==> config.mk <==
export PLATFORM = sky130hd
export DESIGN_NAME = periodic_waveform_generator
export DESIGN_NICKNAME = d
export VERILOG_FILES = /design/src/design/pwg_pkg.sv /design/src/design/pwg_div.sv /design/src/design/periodic_waveform_generator.sv
export SDC_FILE = /design/constraint.sdc
export NUM_CORES = 1
export LEC_CHECK = 0
export ABC_AREA = 1
export BUFFER_PORTS_ARGS = -buffer_cell sky130_fd_sc_hd__buf_4
export CAP_MARGIN = 20
export CORE_MARGIN = 8
export CORE_UTILIZATION = 35
export DETAILED_ROUTE_END_ITERATION = 6
export GPL_TIMING_DRIVEN = 0
export PLACE_DENSITY = 0.61
export RECOVER_POWER = 25
export SLEW_MARGIN = 25
export SYNTH_ARGS = -nofsm -noshare
export SYNTH_HDL_FRONTEND = slang
export SYNTH_HIERARCHICAL = 1
export SYNTH_SLANG_ARGS = --single-unit
export TNS_END_PERCENT = 1
==> constraint.sdc <==
create_clock -name clk -period 14.1 [get_ports clk]
set_input_delay 1.41 -clock clk [delete_from_list [all_inputs] [get_ports clk]]
set_output_delay 1.41 -clock clk [all_outputs]
set_load 0.02 [all_outputs]
==> src/design/pwg_pkg.sv <==
// Shared constants, types and the quarter-wave sine table of the waveform generator.
`timescale 1ns / 1ps
package pwg_pkg;

  localparam int CFG_W       = 20;
  localparam int CFG_IDX_W   = 2;
  localparam int PHASE_W     = 14;
  localparam int SAMPLE_W    = 8;
  localparam int MIN_TONE_HZ = 100;
  localparam int SINE_DEPTH  = 256;
  localparam int SINE_AW     = $clog2(SINE_DEPTH);
  localparam int SINE_VAL_W  = 7;
  localparam int PERIOD_MAX  = (1 << PHASE_W) - 1;
  localparam int MIDSCALE    = 128;

  // The dividend must hold the sine phase scaled by four table lengths and the ramp numerators.
  localparam int SINE_DVD_W  = PHASE_W + SINE_AW + 2;
  localparam int DVD_W       = (SINE_DVD_W > 24) ? SINE_DVD_W : 24;
  localparam int DIV_W       = CFG_W;

  localparam longint unsigned Q30_HALF_PI = 64'd1686629713;

  typedef enum logic [CFG_IDX_W-1:0] {
    REG_SAMPLE_RATE = 2'd0,
    REG_TONE_FREQ   = 2'd1,
    REG_WAVEFORM    = 2'd2
  } reg_idx_t;

  typedef enum logic [1:0] {
    WAVE_SINE     = 2'd0,
    WAVE_SQUARE   = 2'd1,
    WAVE_TRIANGLE = 2'd2,
    WAVE_SAW      = 2'd3
  } wave_t;

  typedef logic [SINE_VAL_W-1:0] sine_rom_t [0:SINE_DEPTH];

  // Shift-and-subtract long division used while the sine table is built.
  function automatic longint unsigned table_div(longint unsigned num, longint unsigned den);
    longint unsigned quo;
    longint unsigned rem;
    quo = 0;
    rem = 0;
    for (int b = 63; b >= 0; b--) begin
      rem = (rem << 1) | ((num >> b) & 64'd1);
      if (rem >= den) begin
        rem = rem - den;
        quo = quo | (64'd1 << b);
      end
    end
    return quo;
  endfunction

  // Fixed-point Taylor series in Q30, rounded to 127 full scale.
  function automatic logic [SINE_VAL_W-1:0] quarter_sine(int unsigned k);
    longint unsigned x;
    longint unsigned term;
    longint unsigned pos;
    longint unsigned neg;
    longint unsigned s;
    longint unsigned v;
    x = (longint'(k) * Q30_HALF_PI) / SINE_DEPTH;
    term = x;
    pos = x;
    neg = 0;
    for (int n = 1; n <= 10; n++) begin
      term = (term * x) >> 30;
      term = (term * x) >> 30;
      term = table_div(term, 64'((2 * n) * (2 * n + 1)));
      if ((n & 1) != 0) begin
        neg = neg + term;
      end else begin
        pos = pos + term;
      end
    end
    s = (pos > neg) ? pos - neg : 64'd0;
    v = (64'd127 * s + (64'd1 << 29)) >> 30;
    if (v > 64'd127) begin
      v = 64'd127;
    end
    return v[SINE_VAL_W-1:0];
  endfunction

  function automatic sine_rom_t build_sine_rom();
    sine_rom_t rom;
    for (int k = 0; k <= SINE_DEPTH; k++) begin
      rom[k] = quarter_sine(k);
    end
    return rom;
  endfunction

  localparam sine_rom_t SINE_ROM = build_sine_rom();

endpackage

==> src/design/pwg_div.sv <==
// Restoring divider that produces one quotient bit per cycle.
`timescale 1ns / 1ps
module pwg_div (
  input  logic                       clk,
  input  logic                       rst,
  input  logic                       start,
  input  logic [pwg_pkg::DVD_W-1:0]  dividend,
  input  logic [pwg_pkg::DIV_W-1:0]  divisor,
  output logic                       done,
  output logic [pwg_pkg::DVD_W-1:0]  quotient
);
  import pwg_pkg::*;

  localparam int CNT_W = $clog2(DVD_W + 1);

  logic [DVD_W-1:0] quo;
  logic [DIV_W-1:0] rem;
  logic [DIV_W-1:0] dsr;
  logic [DIV_W-1:0] rem_next;
  logic [DIV_W:0]   shifted;
  logic [DIV_W:0]   diff;
  logic             q_bit;
  logic [CNT_W-1:0] count;
  logic             busy;

  always_comb begin
    shifted = {rem, quo[DVD_W-1]};
    diff    = shifted - {1'b0, dsr};
    if (shifted >= {1'b0, dsr}) begin
      q_bit    = 1'b1;
      rem_next = diff[DIV_W-1:0];
    end else begin
      q_bit    = 1'b0;
      rem_next = shifted[DIV_W-1:0];
    end
  end

  always_ff @(posedge clk) begin
    if (rst) begin
      busy  <= 1'b0;
      done  <= 1'b0;
      count <= '0;
    end else begin
      done <= 1'b0;
      if (start) begin
        busy  <= 1'b1;
        count <= CNT_W'(DVD_W);
      end else if (busy) begin
        count <= count - 1'b1;
        if (count == CNT_W'(1)) begin
          busy <= 1'b0;
          done <= 1'b1;
        end
      end
    end
  end

  // The divisor is held for the whole division, since the caller may move on.
  always_ff @(posedge clk) begin
    if (start) begin
      quo <= dividend;
      rem <= '0;
      dsr <= divisor;
    end else if (busy) begin
      quo <= {quo[DVD_W-2:0], q_bit};
      rem <= rem_next;
    end
  end

  assign quotient = quo;

endmodule

==> src/design/periodic_waveform_generator.sv <==
// Top level of the periodic waveform generator: registers, sequencer and wave shaping.
//
//   port group          | direction | handshake
//   --------------------+-----------+-------------------------------------------
//   cfg_*               | in        | write when cfg_write_en is high, no wait
//   in_* restart_phase  | in        | in_valid / in_ready
//   out_* sample fields | out       | out_valid / out_ready
//
// Sine, triangle and saw items pass from the accept in S_IDLE through S_PHASE, which picks
// the phase, S_LOAD, which loads the shared divider, and S_DIV (one quotient bit per cycle
// over a 24-bit dividend, then done) to S_OUT, which passes it to the output register.
// Square items skip the divider and go from S_LOAD to S_OUT; items with an invalid tone go
// from S_PHASE to S_OUT. A register write recomputes the period in the same divider:
// in_ready stays low through S_RCALC and S_RWAIT with a valid tone and S_RCALC otherwise.
// Reset is synchronous and clears all control state; there is no clearing pass.
// A finished item waits in the output register while the next item is accepted; the next
// item then waits in S_OUT for as long as the output stays unaccepted.
`timescale 1ns / 1ps
module periodic_waveform_generator (
  input  logic                            clk,
  input  logic                            rst,
  input  logic                            cfg_write_en,
  input  logic [pwg_pkg::CFG_IDX_W-1:0]   cfg_index,
  input  logic [pwg_pkg::CFG_W-1:0]       cfg_data,
  input  logic                            in_valid,
  output logic                            in_ready,
  input  logic                            restart_phase,
  output logic                            out_valid,
  input  logic                            out_ready,
  output logic [pwg_pkg::SAMPLE_W-1:0]    sample_value,
  output logic                            period_last,
  output logic                            tone_valid
);
  import pwg_pkg::*;

  typedef enum logic [6:0] {
    S_IDLE  = 7'b0000001,
    S_RCALC = 7'b0000010,
    S_RWAIT = 7'b0000100,
    S_PHASE = 7'b0001000,
    S_LOAD  = 7'b0010000,
    S_DIV   = 7'b0100000,
    S_OUT   = 7'b1000000
  } state_t;

  localparam int PW = PHASE_W + 2;

  state_t state;

  logic [CFG_W-1:0]    sample_rate_hz;
  logic [CFG_W-1:0]    tone_frequency_hz;
  wave_t               waveform_kind;
  logic [PHASE_W-1:0]  phase_index;
  logic [PHASE_W-1:0]  period_samples;
  logic                period_known;

  logic                restart;
  logic [PHASE_W-1:0]  i_cur;
  logic                last_cur;
  logic                add_mid;
  logic [SAMPLE_W-1:0] res_value;
  logic                res_last;
  logic                res_valid;

  logic                div_start;
  logic [DVD_W-1:0]    div_dividend;
  logic [DIV_W-1:0]    div_divisor;
  logic                div_done;
  logic [DVD_W-1:0]    div_quotient;

  logic                cfg_hit;
  logic                known_now;
  logic [PHASE_W-1:0]  i_sel;
  logic [PW-1:0]       i_ext;
  logic [PW-1:0]       p_ext;
  logic [PW-1:0]       i2;
  logic [PW-1:0]       i4;
  logic [PW-1:0]       p3;
  logic [DVD_W-1:0]    i_w;
  logic [DVD_W-1:0]    p_w;
  logic [DVD_W-1:0]    load_dividend;
  logic                load_add_mid;
  logic [DIV_W-1:0]    quo_cfg;
  logic [PHASE_W-1:0]  period_clamped;

  logic [SINE_AW+1:0]  sine_a;
  logic [SINE_AW-1:0]  sine_r;
  logic [SINE_AW:0]    rom_idx;
  logic [SINE_VAL_W-1:0] sine_e;
  logic [SAMPLE_W-1:0] wave_result;
  logic                out_free;

  assign in_ready = (state == S_IDLE);
  assign out_free = !out_valid || out_ready;
  assign cfg_hit  = cfg_write_en && (cfg_index == REG_SAMPLE_RATE ||
                    cfg_index == REG_TONE_FREQ || cfg_index == REG_WAVEFORM);
  assign known_now = (sample_rate_hz >= CFG_W'(2 * MIN_TONE_HZ)) &&
                     (tone_frequency_hz >= CFG_W'(MIN_TONE_HZ));

  // Period clamp: a zero quotient becomes one, a large one saturates.
  always_comb begin
    quo_cfg = div_quotient[DIV_W-1:0];
    if (quo_cfg == '0) begin
      period_clamped = PHASE_W'(1);
    end else if (quo_cfg > DIV_W'(PERIOD_MAX)) begin
      period_clamped = PHASE_W'(PERIOD_MAX);
    end else begin
      period_clamped = quo_cfg[PHASE_W-1:0];
    end
  end

  assign i_sel = (restart || phase_index >= period_samples) ? '0 : phase_index;

  assign i_ext = {2'b00, i_cur};
  assign p_ext = {2'b00, period_samples};
  assign i2    = {1'b0, i_cur, 1'b0};
  assign i4    = {i_cur, 2'b00};
  assign p3    = p_ext + {p_ext[PW-2:0], 1'b0};
  assign i_w   = DVD_W'(i_ext);
  assign p_w   = DVD_W'(p_ext);

  // Dividends: the sine phase and the ramp numerators, each nonnegative on its segment.
  always_comb begin
    load_dividend = '0;
    load_add_mid  = 1'b0;
    case (waveform_kind)
      WAVE_SINE: begin
        load_dividend = DVD_W'({i_cur, {(SINE_AW + 2){1'b0}}});
      end
      WAVE_TRIANGLE: begin
        if (i4 <= p_ext) begin
          load_dividend = i_w * DVD_W'(508);
          load_add_mid  = 1'b1;
        end else if (i4 <= p3) begin
          load_dividend = p_w * DVD_W'(382) - i_w * DVD_W'(508);
        end else begin
          load_dividend = i_w * DVD_W'(508) - p_w * DVD_W'(380);
        end
      end
      WAVE_SAW: begin
        if (i2 <= p_ext) begin
          load_dividend = i_w * DVD_W'(254);
          load_add_mid  = 1'b1;
        end else begin
          load_dividend = i_w * DVD_W'(254) - p_w * DVD_W'(126);
        end
      end
      default: begin
        load_dividend = '0;
      end
    endcase
  end

  // Quarter-wave sine (odd quadrants mirror, top half negates); ramps may add midscale.
  always_comb begin
    sine_a  = div_quotient[SINE_AW+1:0];
    sine_r  = sine_a[SINE_AW-1:0];
    rom_idx = sine_a[SINE_AW] ? ((SINE_AW + 1)'(SINE_DEPTH) - {1'b0, sine_r})
                              : {1'b0, sine_r};
    sine_e  = SINE_ROM[rom_idx];
    if (waveform_kind == WAVE_SINE) begin
      wave_result = sine_a[SINE_AW+1] ? (SAMPLE_W'(MIDSCALE) - SAMPLE_W'(sine_e))
                                      : (SAMPLE_W'(MIDSCALE) + SAMPLE_W'(sine_e));
    end else if (add_mid) begin
      wave_result = div_quotient[SAMPLE_W-1:0] + SAMPLE_W'(MIDSCALE);
    end else begin
      wave_result = div_quotient[SAMPLE_W-1:0];
    end
  end

  always_comb begin
    div_start    = 1'b0;
    div_dividend = load_dividend;
    div_divisor  = DIV_W'(period_samples);
    if (state == S_RCALC) begin
      div_start    = known_now;
      div_dividend = DVD_W'(sample_rate_hz);
      div_divisor  = tone_frequency_hz;
    end else if (state == S_LOAD) begin
      div_start = (waveform_kind != WAVE_SQUARE);
    end
  end

  pwg_div u_div (
    .clk      (clk),
    .rst      (rst),
    .start    (div_start),
    .dividend (div_dividend),
    .divisor  (div_divisor),
    .done     (div_done),
    .quotient (div_quotient)
  );

  always_ff @(posedge clk) begin
    if (rst) begin
      state             <= S_IDLE;
      sample_rate_hz    <= '0;
      tone_frequency_hz <= '0;
      waveform_kind     <= WAVE_SINE;
      phase_index       <= '0;
      period_samples    <= '0;
      period_known      <= 1'b0;
      out_valid         <= 1'b0;
    end else begin
      if (state == S_OUT && out_free) begin
        out_valid <= 1'b1;
      end else if (out_ready) begin
        out_valid <= 1'b0;
      end
      if (cfg_hit) begin
        case (cfg_index)
          REG_SAMPLE_RATE: sample_rate_hz    <= cfg_data;
          REG_TONE_FREQ:   tone_frequency_hz <= cfg_data;
          REG_WAVEFORM:    waveform_kind     <= wave_t'(cfg_data[1:0]);
          default:         ;
        endcase
        phase_index <= '0;
        state       <= S_RCALC;
      end else begin
        case (state)
          S_IDLE: begin
            if (in_valid) begin
              state <= S_PHASE;
            end
          end
          S_RCALC: begin
            period_known <= known_now;
            if (known_now) begin
              state <= S_RWAIT;
            end else begin
              period_samples <= '0;
              state          <= S_IDLE;
            end
          end
          S_RWAIT: begin
            if (div_done) begin
              period_samples <= period_clamped;
              state          <= S_IDLE;
            end
          end
          S_PHASE: begin
            if (!period_known || period_samples == '0) begin
              phase_index <= '0;
              state       <= S_OUT;
            end else begin
              if (i_sel == period_samples - 1'b1) begin
                phase_index <= '0;
              end else begin
                phase_index <= i_sel + 1'b1;
              end
              state <= S_LOAD;
            end
          end
          S_LOAD: begin
            state <= (waveform_kind == WAVE_SQUARE) ? S_OUT : S_DIV;
          end
          S_DIV: begin
            if (div_done) begin
              state <= S_OUT;
            end
          end
          S_OUT: begin
            if (out_free) begin
              state <= S_IDLE;
            end
          end
          default: begin
            state <= S_IDLE;
          end
        endcase
      end
    end
  end

  // Payload registers of the item in flight and of the output stage.
  always_ff @(posedge clk) begin
    if (state == S_IDLE && in_valid) begin
      restart <= restart_phase;
    end
    case (state)
      S_PHASE: begin
        i_cur     <= i_sel;
        last_cur  <= (i_sel == period_samples - 1'b1);
        res_value <= SAMPLE_W'(MIDSCALE);
        res_last  <= 1'b0;
        res_valid <= 1'b0;
      end
      S_LOAD: begin
        add_mid   <= load_add_mid;
        res_last  <= last_cur;
        res_valid <= 1'b1;
        res_value <= (i2 <= p_ext) ? {SAMPLE_W{1'b1}} : '0;
      end
      S_DIV: begin
        if (div_done) begin
          res_value <= wave_result;
        end
      end
      S_OUT: begin
        if (out_free) begin
          sample_value <= res_value;
          period_last  <= res_last;
          tone_valid   <= res_valid;
        end
      end
      default: ;
    endcase
  end

endmodule
==> reports/summary.txt <==
Status: finished, violations left
Failing checks: max-capacitance violations, max-slew violations
Worst VDD drop: 0.105 mV
Die W: 284 um
Hold-critical path depth: 0
Share of the synthesized area in the top cell type: 14.9%
Drt wl/cell: 17.3 um
Netlist Area Pre-Place: 25200 um^2
CTS buffer count: 17
Static leakage: 13.7 nW
Flop pwr share: 18.6%
Setup CP Type: register to register
Post-synth top cells: nand2_1 (827), inv_1 (634), ha_1 (299), a21oi_1 (269), nor2_1 (251)
DR pass1 iterations: 6
End point of the critical path: u_div/quotient[23]$_DFFE_PP_
Reg2reg end: u_div/quotient[23]$_DFFE_PP_
Crit path time final: 8360 ps
Count leader, synth: nand2_1
H-tree depth: 4
Worst slew pin tran: 2110 ps
RePlAce Congestion: 0.983
Final ANT Viol Nets: 0
Post-cts sizing count: 0
IO Count: 40
CP startpoint: period_samples[11]$_SDFFE_PP0P_
Arr. time, crit path: 8570 ps
Die area: 80700 um^2
Crit path top cell by count: nand2_1
Die Height: 284 um
Worst setup SP type: register
Layout cells sized above 1: 4.56%
CTS tree: done
CP bufs+invs: 5
Synth warnings: 6
Max Slew Vio Count: 19
Worst stage delay on the critical path: 950 ps
Via count: 23600
Yosys reg bits: 187
Crit-path slowest cell: dfxtp_1
Row count: 98
Hold Crit Class: register to register
Drt initial violations: 2057
MaxCap Viol Count: 2
First-pass GRT wire length: 125000 um
Post-CTS Setup Inserts: 0
Sw frac: 51.7%
Cell variety after synth: 59
Max Clock Freq: 120 MHz
EDFF count, synth: 81
Final hold vios: 0
Pwr dens: 128 nW/um^2
Post-synth top area cell: ha_1
Hold Buf Count CTS: 0
Initial antenna violation count: 3
DP Wirelength: 66900 um
Largest net degree at the start of global routing: 34
Clk pwr share: 14.4%
Top Family by Delay on Critical Path: adder cells
Reg-to-reg startpoint: period_samples[11]$_SDFFE_PP0P_
Buffers on Ports: 39
Setup-failing EPs final: 0
Comb power frac: 67.0%
Crit. End Element: register
Remaining DRCs: 0
Synth async-reset ratio: 0%
Hold Slack: 421 ps
Sum Neg Setup Slack: 0 ps
Switch Pwr: 0.00180 W
DR vias/cell: 5.13
Total gr overflow: 0
Root Driver: clkbuf_16
Final Util: 38.1%
Critical Path Stages: 31
Clock Path Buffers: 2
Rel. slew slack: -42.1%
Main synth FF type: dfxtp_1
Syn nets: 4067
Crit share post-route: 59.3%
Core area: 71400 um^2
Syn Inst Count: 3587
Setup slack, reg-to-reg: 5740 ps
Vias in the first global route: 22000
Final WL: 79900 um
Clock Skew: 22.2 ps
Clk slew on worst S/H paths: 80 ps
Syn avg cell area: 7.01 um^2
Layout area overhead: 8.14%
Number of clock sinks: 187
P_int: 0.00168 W
Worst EP required: 14300 ps
Gr usage total: 19.2%
Cells on worst reg2reg path: 31
Synth top area cells: ha_1 (15%), nand2_1 (12%), fa_1 (12%)
Clk_lat worst skew: 460 ps
Starting Density: 35.3%
Critical Path Fanout Max: 11
Post-synthesis sequential area ratio: 18.1%
Final net count: 4126
RSZ-0062 raised after global routing: no
layout by cell type (no fill, tap or decap), types with 13 or more instances in the layout:
cell	instances
a21oi_1	269
buf_4	36
clkbuf_1	51
clkbuf_16	18
dfxtp_1	106
edfxtp_1	81
fa_1	153
ha_1	299
inv_1	633
inv_2	13
nand2_1	827
nand2_2	20
nand3_1	233
nand3_2	13
nand3b_1	19
nand4_1	42
nor2_1	251
nor3_1	30
nor4_1	17
o211ai_1	19
o21ai_0	208
o21ai_1	14
o21bai_1	15
xnor2_1	41
xor2_1	97
worst register-to-register path, delay by kind of cell (launching register included):
family / cells / cell delay [ps]
flops: 1 / 950
fa+ha+maj: 6 / 3190
simple gates: 15 / 1860
compound gates: 4 / 980
buf+inv: 5 / 1030
xor+xnor: 1 / 120
power groups by stage:
stage               clock network, W  registers [W]  logic, W
floorplan                          0       0.000644   0.00175
global placement                   0       0.000659   0.00229
detailed placement                 0       0.000659   0.00230
CTS                         0.000507       0.000647   0.00231
global route                0.000526       0.000653   0.00262
finish                      0.000501       0.000647   0.00233
registers in the layout (all words and copies together), names as in the netlist, 2 cells and up:
name,flops
res_value,8
period_samples,14
sample_value,8
i_cur,14
sample_rate_hz,20
state,7
u_div/count,5
u_div/quotient,24
u_div/rem,20
u_div/dsr,20
waveform_kind,2
tone_frequency_hz,20
phase_index,14
how the worst min path moves through the flow:
| stage | endpoint | from | slack [ps] |
|---|---|---|---|
| 6_report | sample_value[7]$_DFFE_PP_ | res_value[7]$_DFFE_PP_ | 420 |
| 4_1_cts | sample_value[7]$_DFFE_PP_ | res_value[7]$_DFFE_PP_ | 420 |
| 2_1_floorplan | period_last$_DFFE_PP_ | res_last$_DFFE_PP_ | 400 |
| 5_1_grt | sample_value[4]$_DFFE_PP_ | res_value[4]$_DFFE_PP_ | 440 |
| 3_5_place_dp | sample_value[4]$_DFFE_PP_ | res_value[4]$_DFFE_PP_ | 410 |
| 3_3_place_gp | sample_value[7]$_DFFE_PP_ | res_value[7]$_DFFE_PP_ | 400 |
cell families (layout without fill, tap and decap cells):
| logic type | after synthesis | in the layout | share of synthesized area, % |
|---|---|---|---|
| adders and majority gates | 452 | 452 | 27.0 |
| and+or+nand+nor | 1483 | 1483 | 25.5 |
| AOI/OAI and AO/OA | 606 | 606 | 13.3 |
| xor gates and xnor gates | 139 | 139 | 4.87 |
| DFF | 187 | 187 | 18.1 |
| buffers and inverters | 720 | 792 | 11.3 |
| other | 0 | 1 | 0 |
area by class of cell:
class,count,area (um^2)
diodes,1,2.50
plain buffers,69,389
clock buffers,18,450
clock inverters,14,171
fillers,7681,44200
inverters,651,2440
multi-input cells,2680,17800
flip-flops and latches,187,4550
well taps,950,1190
repair buffers,40,255
per-layer routing:
layer	vias to the layer above	share of wire [%]	global-route usage, %	wire [um]
li1	11700	-	-	-
met1	11000	45	26.5	36000
met2	744	45	31.3	36300
met3	113	6.7	2.27	5360
met4	4	2.8	6.05	2270
met5	-	0.036	0	29
per-stage QoR:
| stage | instances | cell area, um^2 | setup WS [ps] | total power (W) |
|---|---|---|---|---|
| after floorplan | 3587 | 25200 | 7870 | 0.00239 |
| after global placement | 4576 | 26600 | 5950 | 0.00295 |
| after detailed placement | 4577 | 26700 | 5900 | 0.00296 |
| after CTS | 4609 | 27300 | 5880 | 0.00346 |
| after global routing | 4609 | 27200 | 5400 | 0.00380 |
| final | 4610 | 27200 | 5740 | 0.00348 |
(Power assumes the default switching activity.)
